<file path="config.mk">
export PLATFORM = sky130hd
export DESIGN_NAME = multi_channel_pwm_with_auto_run_unit_flat
export DESIGN_NICKNAME = d
export VERILOG_FILES = /design/src/hdl/mcpwm_pkg.sv /design/src/hdl/mcpwm_ifs.sv /design/src/hdl/multi_channel_pwm_with_auto_run_unit.sv /design/src/flat_wrapper.sv
export SDC_FILE = /design/constraint.sdc
export NUM_CORES = 1
export LEC_CHECK = 0
export ABC_AREA = 1
export BUFFER_PORTS_ARGS = -buffer_cell sky130_fd_sc_hd__buf_2
export CAP_MARGIN = 20
export CORE_UTILIZATION = 46
export DETAILED_ROUTE_END_ITERATION = 10
export SLEW_MARGIN = 20
export SYNTH_ARGS = -nofsm -noshare
export SYNTH_HDL_FRONTEND = slang
export SYNTH_SLANG_ARGS = --single-unit
</file>
<file path="constraint.sdc">
create_clock -name clk -period 11.1 [get_ports clk]
set_input_delay 1.11 -clock clk [delete_from_list [all_inputs] [get_ports clk]]
set_output_delay 1.11 -clock clk [all_outputs]
set_load 0.05 [all_outputs]
</file>
<file path="src/hdl/mcpwm_pkg.sv">
// ----------------------------------------------------------------------------
// mcpwm_pkg
// Shared widths, codes and reset values for the four-channel PWM unit.
// ----------------------------------------------------------------------------
package mcpwm_pkg;

  localparam int CHANNELS   = 4;
  localparam int DUTY_W     = 16;
  localparam int CH_W       = 2;
  localparam int LEVELS_W   = 4;
  localparam int ACT_W      = 3;
  localparam int CFG_IDX_W  = 1;

  localparam logic [DUTY_W-1:0] PERIOD_RESET   = 16'd255;
  localparam logic [DUTY_W-1:0] PRESCALE_RESET = 16'd1;

  localparam logic CMD_SET  = 1'b0;
  localparam logic CMD_TICK = 1'b1;

  localparam logic [CFG_IDX_W-1:0] REG_PERIOD   = 1'd0;
  localparam logic [CFG_IDX_W-1:0] REG_PRESCALE = 1'd1;

endpackage

</file>
<file path="src/hdl/mcpwm_ifs.sv">
// ----------------------------------------------------------------------------
// mcpwm channel interfaces
// Valid/ready channels for commands, results and register writes.
// ----------------------------------------------------------------------------
interface mcpwm_in_if import mcpwm_pkg::*; ();
  logic              valid;
  logic              ready;
  logic              command;
  logic [CH_W-1:0]   channel;
  logic [DUTY_W-1:0] duty_value;

  modport source (output valid, command, channel, duty_value, input ready);
  modport sink   (input valid, command, channel, duty_value, output ready);
endinterface

interface mcpwm_out_if import mcpwm_pkg::*; ();
  logic                valid;
  logic                ready;
  logic [LEVELS_W-1:0] pwm_levels;
  logic [ACT_W-1:0]    active_channels;
  logic                counter_running;

  modport source (output valid, pwm_levels, active_channels, counter_running,
                  input ready);
  modport sink   (input valid, pwm_levels, active_channels, counter_running,
                  output ready);
endinterface

interface mcpwm_cfg_if import mcpwm_pkg::*; ();
  logic                 valid;
  logic                 ready;
  logic [CFG_IDX_W-1:0] index;
  logic [DUTY_W-1:0]    data;

  modport source (output valid, index, data, input ready);
  modport sink   (input valid, index, data, output ready);
endinterface

</file>
<file path="src/hdl/multi_channel_pwm_with_auto_run_unit.sv">
// ----------------------------------------------------------------------------
// multi_channel_pwm_with_auto_run_unit
// Four-channel edge-aligned PWM with shared prescaler and auto start/stop.
// ----------------------------------------------------------------------------
// One command transaction is accepted per clock while the input is ready.
// The duty store, channel count, prescaler, counter and output register
// all update at the accepting edge. The input is ready whenever the output
// register is empty or being drained, so a stalled consumer holds off new
// commands only while its result is still waiting. Register writes are
// always accepted and take effect at the next edge.
module multi_channel_pwm_with_auto_run_unit
  import mcpwm_pkg::*;
(
  input  logic        clk,
  input  logic        rst,
  mcpwm_in_if.sink    in_ch,
  mcpwm_out_if.source out_ch,
  mcpwm_cfg_if.sink   cfg
);

  logic [DUTY_W-1:0]   period;
  logic [DUTY_W-1:0]   prescale_divide;
  logic [DUTY_W-1:0]   duty_store [CHANNELS];
  logic [ACT_W-1:0]    active_count;
  logic [DUTY_W-1:0]   prescale_count;
  logic [DUTY_W-1:0]   cycle_count;

  logic [DUTY_W-1:0]   duty_next [CHANNELS];
  logic [ACT_W-1:0]    active_next;
  logic [DUTY_W-1:0]   prescale_next;
  logic [DUTY_W-1:0]   cycle_next;
  logic [LEVELS_W-1:0] levels_next;

  logic                out_valid;
  logic [LEVELS_W-1:0] pwm_levels;
  logic [ACT_W-1:0]    active_channels;
  logic                counter_running;

  logic                in_acc;
  logic [DUTY_W-1:0]   duty_clamped;
  logic [DUTY_W-1:0]   divide_eff;
  logic [DUTY_W:0]     prescale_inc;
  logic [DUTY_W:0]     cycle_inc;
  logic [ACT_W-1:0]    active_dec;

  assign in_ch.ready = !out_valid || out_ch.ready;
  assign in_acc      = in_ch.valid && in_ch.ready;
  assign cfg.ready   = 1'b1;

  assign out_ch.valid           = out_valid;
  assign out_ch.pwm_levels      = pwm_levels;
  assign out_ch.active_channels = active_channels;
  assign out_ch.counter_running = counter_running;

  assign duty_clamped = (in_ch.duty_value > period) ? period : in_ch.duty_value;
  assign divide_eff   = (prescale_divide == '0) ? DUTY_W'(1) : prescale_divide;
  assign prescale_inc = {1'b0, prescale_count} + (DUTY_W+1)'(1);
  assign cycle_inc    = {1'b0, cycle_count} + (DUTY_W+1)'(1);
  assign active_dec   = active_count - ACT_W'(1);

  always_comb begin
    duty_next     = duty_store;
    active_next   = active_count;
    prescale_next = prescale_count;
    cycle_next    = cycle_count;
    if (in_acc) begin
      if (in_ch.command == CMD_SET) begin
        for (int i = 0; i < CHANNELS; i++) begin
          if (in_ch.channel == CH_W'(i)) begin
            duty_next[i] = duty_clamped;
            if (duty_clamped != '0 && duty_store[i] == '0) begin
              active_next = active_count + ACT_W'(1);
              if (active_count == '0) begin
                prescale_next = '0;
                cycle_next    = '0;
              end
            end else if (duty_clamped == '0 && duty_store[i] != '0) begin
              active_next = active_dec;
              if (active_dec == '0) begin
                prescale_next = '0;
                cycle_next    = '0;
              end
            end
          end
        end
      end else if (active_count != '0) begin
        if (prescale_inc < {1'b0, divide_eff}) begin
          prescale_next = prescale_inc[DUTY_W-1:0];
        end else begin
          prescale_next = '0;
          if (period <= DUTY_W'(1) || cycle_inc >= {1'b0, period}) begin
            cycle_next = '0;
          end else begin
            cycle_next = cycle_inc[DUTY_W-1:0];
          end
        end
      end
    end
  end

  always_comb begin
    levels_next = '0;
    for (int i = 0; i < CHANNELS; i++) begin
      levels_next[i] = (active_next != '0) && (cycle_next < duty_next[i]);
    end
  end

  always_ff @(posedge clk) begin
    if (rst) begin
      period          <= PERIOD_RESET;
      prescale_divide <= PRESCALE_RESET;
    end else if (cfg.valid) begin
      unique case (cfg.index)
        REG_PERIOD:   period          <= cfg.data;
        REG_PRESCALE: prescale_divide <= cfg.data;
        default:      ;
      endcase
    end
  end

  always_ff @(posedge clk) begin
    if (rst) begin
      for (int i = 0; i < CHANNELS; i++) begin
        duty_store[i] <= '0;
      end
      active_count   <= '0;
      prescale_count <= '0;
      cycle_count    <= '0;
    end else begin
      duty_store     <= duty_next;
      active_count   <= active_next;
      prescale_count <= prescale_next;
      cycle_count    <= cycle_next;
    end
  end

  always_ff @(posedge clk) begin
    if (rst) begin
      out_valid <= 1'b0;
    end else if (in_acc) begin
      out_valid <= 1'b1;
    end else if (out_ch.ready) begin
      out_valid <= 1'b0;
    end
  end

  always_ff @(posedge clk) begin
    if (in_acc) begin
      pwm_levels      <= levels_next;
      active_channels <= active_next;
      counter_running <= (active_next != '0);
    end
  end

  // stopped counter is parked at zero
  assert property (@(posedge clk) disable iff (rst)
    (active_count == '0) |-> (prescale_count == '0 && cycle_count == '0))
    else $error("counter not held at zero while stopped");

  assert property (@(posedge clk) disable iff (rst)
    active_count <= ACT_W'(CHANNELS))
    else $error("active channel count out of range");

  assert property (@(posedge clk) disable iff (rst)
    out_valid |-> (counter_running == (active_channels != '0)))
    else $error("running flag disagrees with channel count");

  assert property (@(posedge clk) disable iff (rst)
    (out_valid && !out_ch.ready) |-> !in_ch.ready)
    else $error("command taken while result stalled");

  assert property (@(posedge clk) disable iff (rst)
    in_acc |=> out_valid)
    else $error("accepted command produced no result");

endmodule

</file>
<file path="src/flat_wrapper.sv">
// flat-port wrapper written by rule: the top's interface ports become plain ports
module multi_channel_pwm_with_auto_run_unit_flat import mcpwm_pkg::*;
  (clk, rst, in_ch_valid, in_ch_command, in_ch_channel, in_ch_duty_value, in_ch_ready, out_ch_valid, out_ch_pwm_levels, out_ch_active_channels, out_ch_counter_running, out_ch_ready, cfg_valid, cfg_index, cfg_data, cfg_ready);
  mcpwm_in_if in_ch_i ();
  mcpwm_out_if out_ch_i ();
  mcpwm_cfg_if cfg_i ();
  input  logic clk;
  input  logic rst;
  input wire logic [$bits(in_ch_i.valid)-1:0] in_ch_valid;
  input wire logic [$bits(in_ch_i.command)-1:0] in_ch_command;
  input wire logic [$bits(in_ch_i.channel)-1:0] in_ch_channel;
  input wire logic [$bits(in_ch_i.duty_value)-1:0] in_ch_duty_value;
  output wire logic [$bits(in_ch_i.ready)-1:0] in_ch_ready;
  output wire logic [$bits(out_ch_i.valid)-1:0] out_ch_valid;
  output wire logic [$bits(out_ch_i.pwm_levels)-1:0] out_ch_pwm_levels;
  output wire logic [$bits(out_ch_i.active_channels)-1:0] out_ch_active_channels;
  output wire logic [$bits(out_ch_i.counter_running)-1:0] out_ch_counter_running;
  input wire logic [$bits(out_ch_i.ready)-1:0] out_ch_ready;
  input wire logic [$bits(cfg_i.valid)-1:0] cfg_valid;
  input wire logic [$bits(cfg_i.index)-1:0] cfg_index;
  input wire logic [$bits(cfg_i.data)-1:0] cfg_data;
  output wire logic [$bits(cfg_i.ready)-1:0] cfg_ready;
  assign in_ch_i.valid = in_ch_valid;
  assign in_ch_i.command = in_ch_command;
  assign in_ch_i.channel = in_ch_channel;
  assign in_ch_i.duty_value = in_ch_duty_value;
  assign in_ch_ready = in_ch_i.ready;
  assign out_ch_valid = out_ch_i.valid;
  assign out_ch_pwm_levels = out_ch_i.pwm_levels;
  assign out_ch_active_channels = out_ch_i.active_channels;
  assign out_ch_counter_running = out_ch_i.counter_running;
  assign out_ch_i.ready = out_ch_ready;
  assign cfg_i.valid = cfg_valid;
  assign cfg_i.index = cfg_index;
  assign cfg_i.data = cfg_data;
  assign cfg_ready = cfg_i.ready;
  multi_channel_pwm_with_auto_run_unit u_core (.clk(clk), .rst(rst), .in_ch(in_ch_i), .out_ch(out_ch_i), .cfg(cfg_i));
endmodule
</file>
# ---- After elaboration in Yosys (flattened, before gate mapping)
# Cells that the tools add are included.
dict set report totals {
  ff_bits 140
  wordCells 138
  output_inout_bits 11
  input_bits 41
}
dict set report op_classes {
  magnitude_cmp 8
  n_addsub 4
  mux 72
  n_reduce_logical 36
  eq_ne 4
  n_bitwise 1
}
# op n
set ops {}
lappend ops {{$mux 16} 54}
lappend ops {{$mux 64} 2}
lappend ops {{$logic_not 16->1} 6}
lappend ops {{$reduce_bool 16->1} 5}
lappend ops {{$lt 16x16->1} 4}
lappend ops {{$mux 3} 14}
lappend ops {{$add 16x1->17 const B} 2}
lappend ops {{$ge 17x16->1} 1}
lappend ops {{$lt 17x16->1} 1}
lappend ops {{$gt 16x16->1} 1}
lappend ops {{$le 16x1->1 const B} 1}
lappend ops {{$logic_and 1x1->1} 13}
lappend ops {{$logic_not 3->1} 2}
lappend ops {{$reduce_and 2->1} 3}
lappend ops {{$reduce_bool 3->1} 2}
lappend ops {{$eq 2x2->1 const B} 2}
lappend ops {{$add 3x1->3 const B} 1}
lappend ops {{$sub 3x1->3 const B} 1}
lappend ops {{$eq 2x1->1 const B} 1}
lappend ops {{$logic_not 2->1} 1}
lappend ops {{$logic_or 1x1->1} 2}
lappend ops {{$mux 1} 2}
lappend ops {{$ne 2x1->1 const B} 1}
lappend ops {{$reduce_bool 2->1} 1}
lappend ops {{other kinds (2)} 2}

# ---- Logic depth before layout (Yosys ltp)
dict set report depth {
  ltp_word 23
  mapped_depth 37
  ltp_nobuf 35
}

# ---- Least setup slack after synthesis
# OpenSTA, ideal clock, no wires.
dict set report synth_path {
  path_type {input-to-reg}
  from {input port in_ch_duty_value[15]}
  to {register u_core.pwm_levels[1] (netlist: u_core.out_ch.pwm_levels[1]) (data pin)}
  path_slack_ns 6.469
  arrival_time_ns 4.485
  setup_time_ns 0.146
  path_buffers 2
  path_stages 30
  t_required_ns 10.954
  cell_sequence {ha_1 -> nand2_1 -> nor3_2 -> nand2_1 -> nand2_2 -> nand2_4 -> buf_6 -> nand2_1 -> nand2_1 -> nor2_1 -> nand2_1 -> nor2_2 -> nand2_2 -> nand2_1 -> nand2_1 -> nand2_1 -> nor2_1 -> nor2_1 -> nand3_1 -> inv_1 -> buf_2 -> nand3_1 -> nand2_1 -> ha_1 -> a21oi_1 -> nor2_1 -> a211oi_1 -> o221a_2 -> nand2_1 -> a21oi_1}
}
dict set report synth_between {
  elab_chain_cells 23
  word_cells_on_any_way 52
  classes_between {order compare: 2; mux: 38; reduce/logical: 12}
}
# item line
set synth_lines {}
lappend synth_lines {{start: declaration} flat_wrapper.sv:12} ;# input wire logic [$bits(in_ch_i.duty_value)-1:0] in_ch_duty_value;
lappend synth_lines {{$gt 16x16->1} multi_channel_pwm_with_auto_run_unit.sv:55} ;# assign duty_clamped = (in_ch.duty_value > period) ? period : in_ch.duty_value;
lappend synth_lines {{$mux 16 (*)} multi_channel_pwm_with_auto_run_unit.sv:55}
lappend synth_lines {{$logic_not 16->1} multi_channel_pwm_with_auto_run_unit.sv:77} ;# end else if (duty_clamped == '0 && duty_store[i] != '0) begin
lappend synth_lines {{$logic_and 1x1->1} multi_channel_pwm_with_auto_run_unit.sv:77}
lappend synth_lines {{$mux 16} multi_channel_pwm_with_auto_run_unit.sv:77}
lappend synth_lines {{$mux 16} multi_channel_pwm_with_auto_run_unit.sv:71} ;# if (duty_clamped != '0 && duty_store[i] == '0) begin
lappend synth_lines {{$mux 16} multi_channel_pwm_with_auto_run_unit.sv:69} ;# if (in_ch.channel == CH_W'(i)) begin
lappend synth_lines {{$mux 16} multi_channel_pwm_with_auto_run_unit.sv:79} ;# if (active_dec == '0) begin
lappend synth_lines {{[... 9 more ...]} --}
lappend synth_lines {{$mux 16} multi_channel_pwm_with_auto_run_unit.sv:71}
lappend synth_lines {{$mux 16 (*)} multi_channel_pwm_with_auto_run_unit.sv:69}
lappend synth_lines {{$mux 16 (*)} multi_channel_pwm_with_auto_run_unit.sv:67} ;# if (in_ch.command == CMD_SET) begin
lappend synth_lines {{$mux 16 (*)} multi_channel_pwm_with_auto_run_unit.sv:66} ;# if (in_acc) begin
lappend synth_lines {{named net u_core.cycle_next[9]} multi_channel_pwm_with_auto_run_unit.sv:31} ;# logic [DUTY_W-1:0] cycle_next;
lappend synth_lines {{$lt 16x16->1 (*)} multi_channel_pwm_with_auto_run_unit.sv:104} ;# levels_next[i] = (active_next != '0) && (cycle_next < duty_next[i]);
lappend synth_lines {{$logic_and 1x1->1 (*)} multi_channel_pwm_with_auto_run_unit.sv:104}
lappend synth_lines {{named net u_core.levels_next[1]} multi_channel_pwm_with_auto_run_unit.sv:32} ;# logic [LEVELS_W-1:0] levels_next;
lappend synth_lines {{end signal: assignment} multi_channel_pwm_with_auto_run_unit.sv:149} ;# pwm_levels <= levels_next;
lappend synth_lines {{end: declaration} multi_channel_pwm_with_auto_run_unit.sv:35} ;# logic [LEVELS_W-1:0] pwm_levels;
# Mark *: on every way through the listed nets, which the timed path passes. The rest lies on a longest branch.
# A chain may end at the register's enable or synchronous reset.

# ---- Final worst setup path
dict set report layout_path {
  from {register u_core.prescale_count[1]}
  to {register u_core.pwm_levels[3] (netlist: u_core.out_ch.pwm_levels[3]) (data pin)}
}
dict set report layout_between {
  elab_chain_cells 8
}
# item line
set layout_lines {}
lappend layout_lines {{start: declaration} multi_channel_pwm_with_auto_run_unit.sv:25} ;# logic [DUTY_W-1:0] prescale_count;
lappend layout_lines {{start signal: assignment} multi_channel_pwm_with_auto_run_unit.sv:132} ;# prescale_count <= prescale_next;
lappend layout_lines {{$add 16x1->17} multi_channel_pwm_with_auto_run_unit.sv:57} ;# assign prescale_inc = {1'b0, prescale_count} + (DUTY_W+1)'(1);
lappend layout_lines {{$lt 17x16->1} multi_channel_pwm_with_auto_run_unit.sv:87} ;# if (prescale_inc < {1'b0, divide_eff}) begin
lappend layout_lines {{$mux 16} multi_channel_pwm_with_auto_run_unit.sv:87}
lappend layout_lines {{$mux 16} multi_channel_pwm_with_auto_run_unit.sv:86} ;# end else if (active_count != '0) begin
lappend layout_lines {{$mux 16} multi_channel_pwm_with_auto_run_unit.sv:67}
lappend layout_lines {{$mux 16} multi_channel_pwm_with_auto_run_unit.sv:66}
lappend layout_lines {{named net u_core.cycle_next[9]} multi_channel_pwm_with_auto_run_unit.sv:31}
lappend layout_lines {{$lt 16x16->1} multi_channel_pwm_with_auto_run_unit.sv:104}
lappend layout_lines {{$logic_and 1x1->1} multi_channel_pwm_with_auto_run_unit.sv:104}
lappend layout_lines {{named net u_core.levels_next[3]} multi_channel_pwm_with_auto_run_unit.sv:32}
# The timed path passes the listed nets, and every way through them passes these cells.

==> flow_metrics.env <==
export IMPL_synth_top_family_by_area="simple AND/OR/NAND/NOR gates"
export IMPL_max_vdd_ir_drop_uv=93.5
export IMPL_cts_root_buffer="clkbuf_16"
export IMPL_yosysTopAreaCellShare_pct=28.5
export IMPL_maxSlewViolCount=0
export IMPL_status="completed"
export IMPL_htreeDepth=4
export IMPL_ys_warn_count=0
export IMPL_yosys_area_share_simple_pct=27.3
export IMPL_coreArea_sq_um=19600
export IMPL_synth_top_area_cell="dfxtp_1"
export IMPL_relSlewSlack_pct=30.6
export IMPL_dr_pass1_iters=6
export IMPL_synth_compound_area_share_pct=16.8
export IMPL_routed_wl_mm=25.1
export IMPL_cts_buffer_depth=2
export IMPL_cts_sinks=140
export IMPL_synthXorXnorAreaFrac_pct=2.25
export IMPL_hpwl_mm=19.6
export IMPL_syn_nets=1488
export IMPL_synth_mux_area_share_pct=0
export IMPL_routabilityCongestion=0.913
export IMPL_fin_crit_sh_pct=51.3
export IMPL_hp_start="u_core.prescale_count[9]"
export IMPL_antenna_left=0
export IMPL_io_buffers=50
export IMPL_period_minus_slack_ps=5690
export IMPL_avgViaCountPerCell=5.29
export IMPL_antenna_found_initial=0
export IMPL_ys_seq_area_share_pct=31.1
export IMPL_synth_common_cells="nand2_1, inv_1, dfxtp_1, nor2_1, o21ai_0"
export IMPL_cts_hold_fix_buffers=0
export IMPL_cts_tree="yes"
export IMPL_critPathRequiredTime_ps=11380
export IMPL_syn_inst=1341
export IMPL_finalSetupTns_ps=0
export IMPL_netlist_area_sq_um=9270
export IMPL_start_util_pct=47.3
export IMPL_ys_top_cells_by_area="dfxtp_1, ha_1, nand2_1"
export IMPL_grt_pass1_vias=7861
export IMPL_postSynth_asyncResetShare_pct=0
export IMPL_worst_pin_slew_ps=1030
export IMPL_pin_count=52
export IMPL_setup_viol=0
export IMPL_grt_max_degree=83
export IMPL_dr_first_iter_drc_count=652
export IMPL_synth_edff_count=8
export IMPL_crit_path_end_kind="flop"
export IMPL_synth_ff_type="dfxtp_1"
export IMPL_wire_per_inst_microns=15.2
export IMPL_fin_skew_ps=12.6
export IMPL_grt_usage_pct=25.8
export IMPL_crit_path_start="u_core.prescale_count[1]"
export IMPL_num_rows=51
export IMPL_worstSetupPathType="reg -> reg"
export IMPL_max_cap_viol_count=0
export IMPL_slowest_stage="nor2_1"
export IMPL_p_leak_nw=4.84
export IMPL_hold_path_class="reg -> reg"
export IMPL_start_kind="flop"
export IMPL_cts_resized_gates=0
export IMPL_dieWidth_microns=144
export IMPL_synth_cell_types=47
export IMPL_die_h_microns=144
export IMPL_ys_ff_latch=140
export IMPL_n_antenna_cell=0
export IMPL_overflow=0
export IMPL_worstSkewPairLatency_ps=420
export IMPL_r2r_slack_ps=5410
export IMPL_final_hold_viol_count=0
export IMPL_synthToLayoutAreaGrowth_pct=10.8
export IMPL_slowest_delay_ps=660
export IMPL_drive_gt1_share_pct=8.67
export IMPL_post_cts_buffers=0
export IMPL_fmax_mhz=176
export IMPL_total_power_mw=1.41
export IMPL_arrival_ps=5970
export IMPL_cp_common_cell="nor2_1"
export IMPL_die_area_sq_um=20700
export IMPL_reg2reg_from="u_core.prescale_count[1]"
export IMPL_pre_cts_slack_ps=5290
export IMPL_vias=8717
export IMPL_power_density_nw_per_um2=137
export IMPL_final_nets=1518
export IMPL_rsz0062_at_grt="no"
export IMPL_fin_ws_ps=5410
export IMPL_synth_most_common_cell="nand2_1"
export IMPL_synth_adder_area_share_pct=14.3
export IMPL_path_clk_slew_ps=60
export IMPL_drc=0
export IMPL_grt_first_pass_wirelength_mm=41.1
export IMPL_cts_made_buffers=17
export IMPL_fillCellCount=1963
export IMPL_cp_max_fo=12
export IMPL_avgSynthCellArea_sq_um=6.92
[worst max-delay path: cells and delay by family, from the launching register on]
kind / cells / cell delay, ps
AO/OA/AOI/OAI: 5 / 900
adder cells (fa/ha/maj): 3 / 820
buffers and inverters: 2 / 220
flip-flops: 1 / 360
AND/OR/NAND/NOR: 19 / 3260
[area by class of cell]
cell class	count	area, sq um	area share (%)
inverters	152	571	5.55
flip-flops and latches	140	2880	28.0
clock inverters	13	131	1.28
clock buffers	19	443	4.31
multi-input cells	1005	5630	54.8
repair buffers	55	288	2.80
well taps	265	332	3.23
[per-layer routing]
layer / global-route usage [%] / part of all wire [%] / vias to the layer above
li1: - / - / 4567
met1: 36.1 / 51 / 3972
met2: 42.2 / 46 / 168
met3: 3.44 / 3.1 / 10
met4: 5.32 / 0.58 / 0
met5: 0 / 0 / -
[power breakdown]
| part | internal [mW] | switching [mW] |
|---|---|---|
| clock network | 0.320 | 0.239 |
| registers | 0.534 | 0.0176 |
| logic | 0.0870 | 0.209 |
| total | 0.942 | 0.466 |
[sequential cells by signal, summed over array words and instances (netlist names)]
register,count
u_core.prescale_count,16
u_core.out_ch.valid,1
u_core.period,16
u_core.cycle_count,16
u_core.out_ch.pwm_levels,4
u_core.duty_store,64
u_core.active_count,3
u_core.out_ch.active_channels,3
u_core.prescale_divide,16
u_core.out_ch.counter_running,1
[metrics by stage]
stage               instances  util (%)  hold slack [ps]  cell area [sq um]
CTS                      1649      52.4              471              10300
finish                   1649      52.5              474              10300
global route             1649      52.5              489              10300
floorplan                1341         -              441               9270
detailed placement       1617      49.5              455               9700
global placement         1617      49.5              453               9700
[path summary, 6_finish.rpt]
path | endpoint | depth (start not counted)
max | u_core.out_ch.pwm_levels[3] | 29
min | u_core.prescale_count[9] | 2
max reg2reg | u_core.out_ch.pwm_levels[3] | 29
min reg2reg | u_core.prescale_count[9] | 2
[kinds of logic after synthesis]
logic type / after synthesis
AO/OA/AOI/OAI: 281
flip-flops: 140
buffers and inverters: 196
AND/OR/NAND/NOR: 594
XOR/XNOR: 23
adder cells (fa/ha/maj): 106
other: 1
[cells in the final DEF (no fill, tap or decap), types with 5 or more instances in the layout]
| cell | count |
|---|---|
| buf_4 | 5 |
| nor3_1 | 13 |
| a211oi_1 | 9 |
| nand2_1 | 315 |
| o21ai_0 | 109 |
| nand3_1 | 69 |
| nor4_1 | 24 |
| nand2_2 | 9 |
| nand3_2 | 5 |
| inv_1 | 149 |
| o22ai_1 | 14 |
| clkbuf_16 | 17 |
| nand4_1 | 17 |
| ha_1 | 106 |
| dfxtp_1 | 132 |
| a21oi_1 | 104 |
| nor2_1 | 132 |
| buf_2 | 50 |
| o21ai_1 | 9 |
| a31oi_1 | 11 |
| o211ai_1 | 8 |
| edfxtp_1 | 8 |
| xor2_1 | 18 |
No activity file was read; power rests on OpenSTA's default activity.
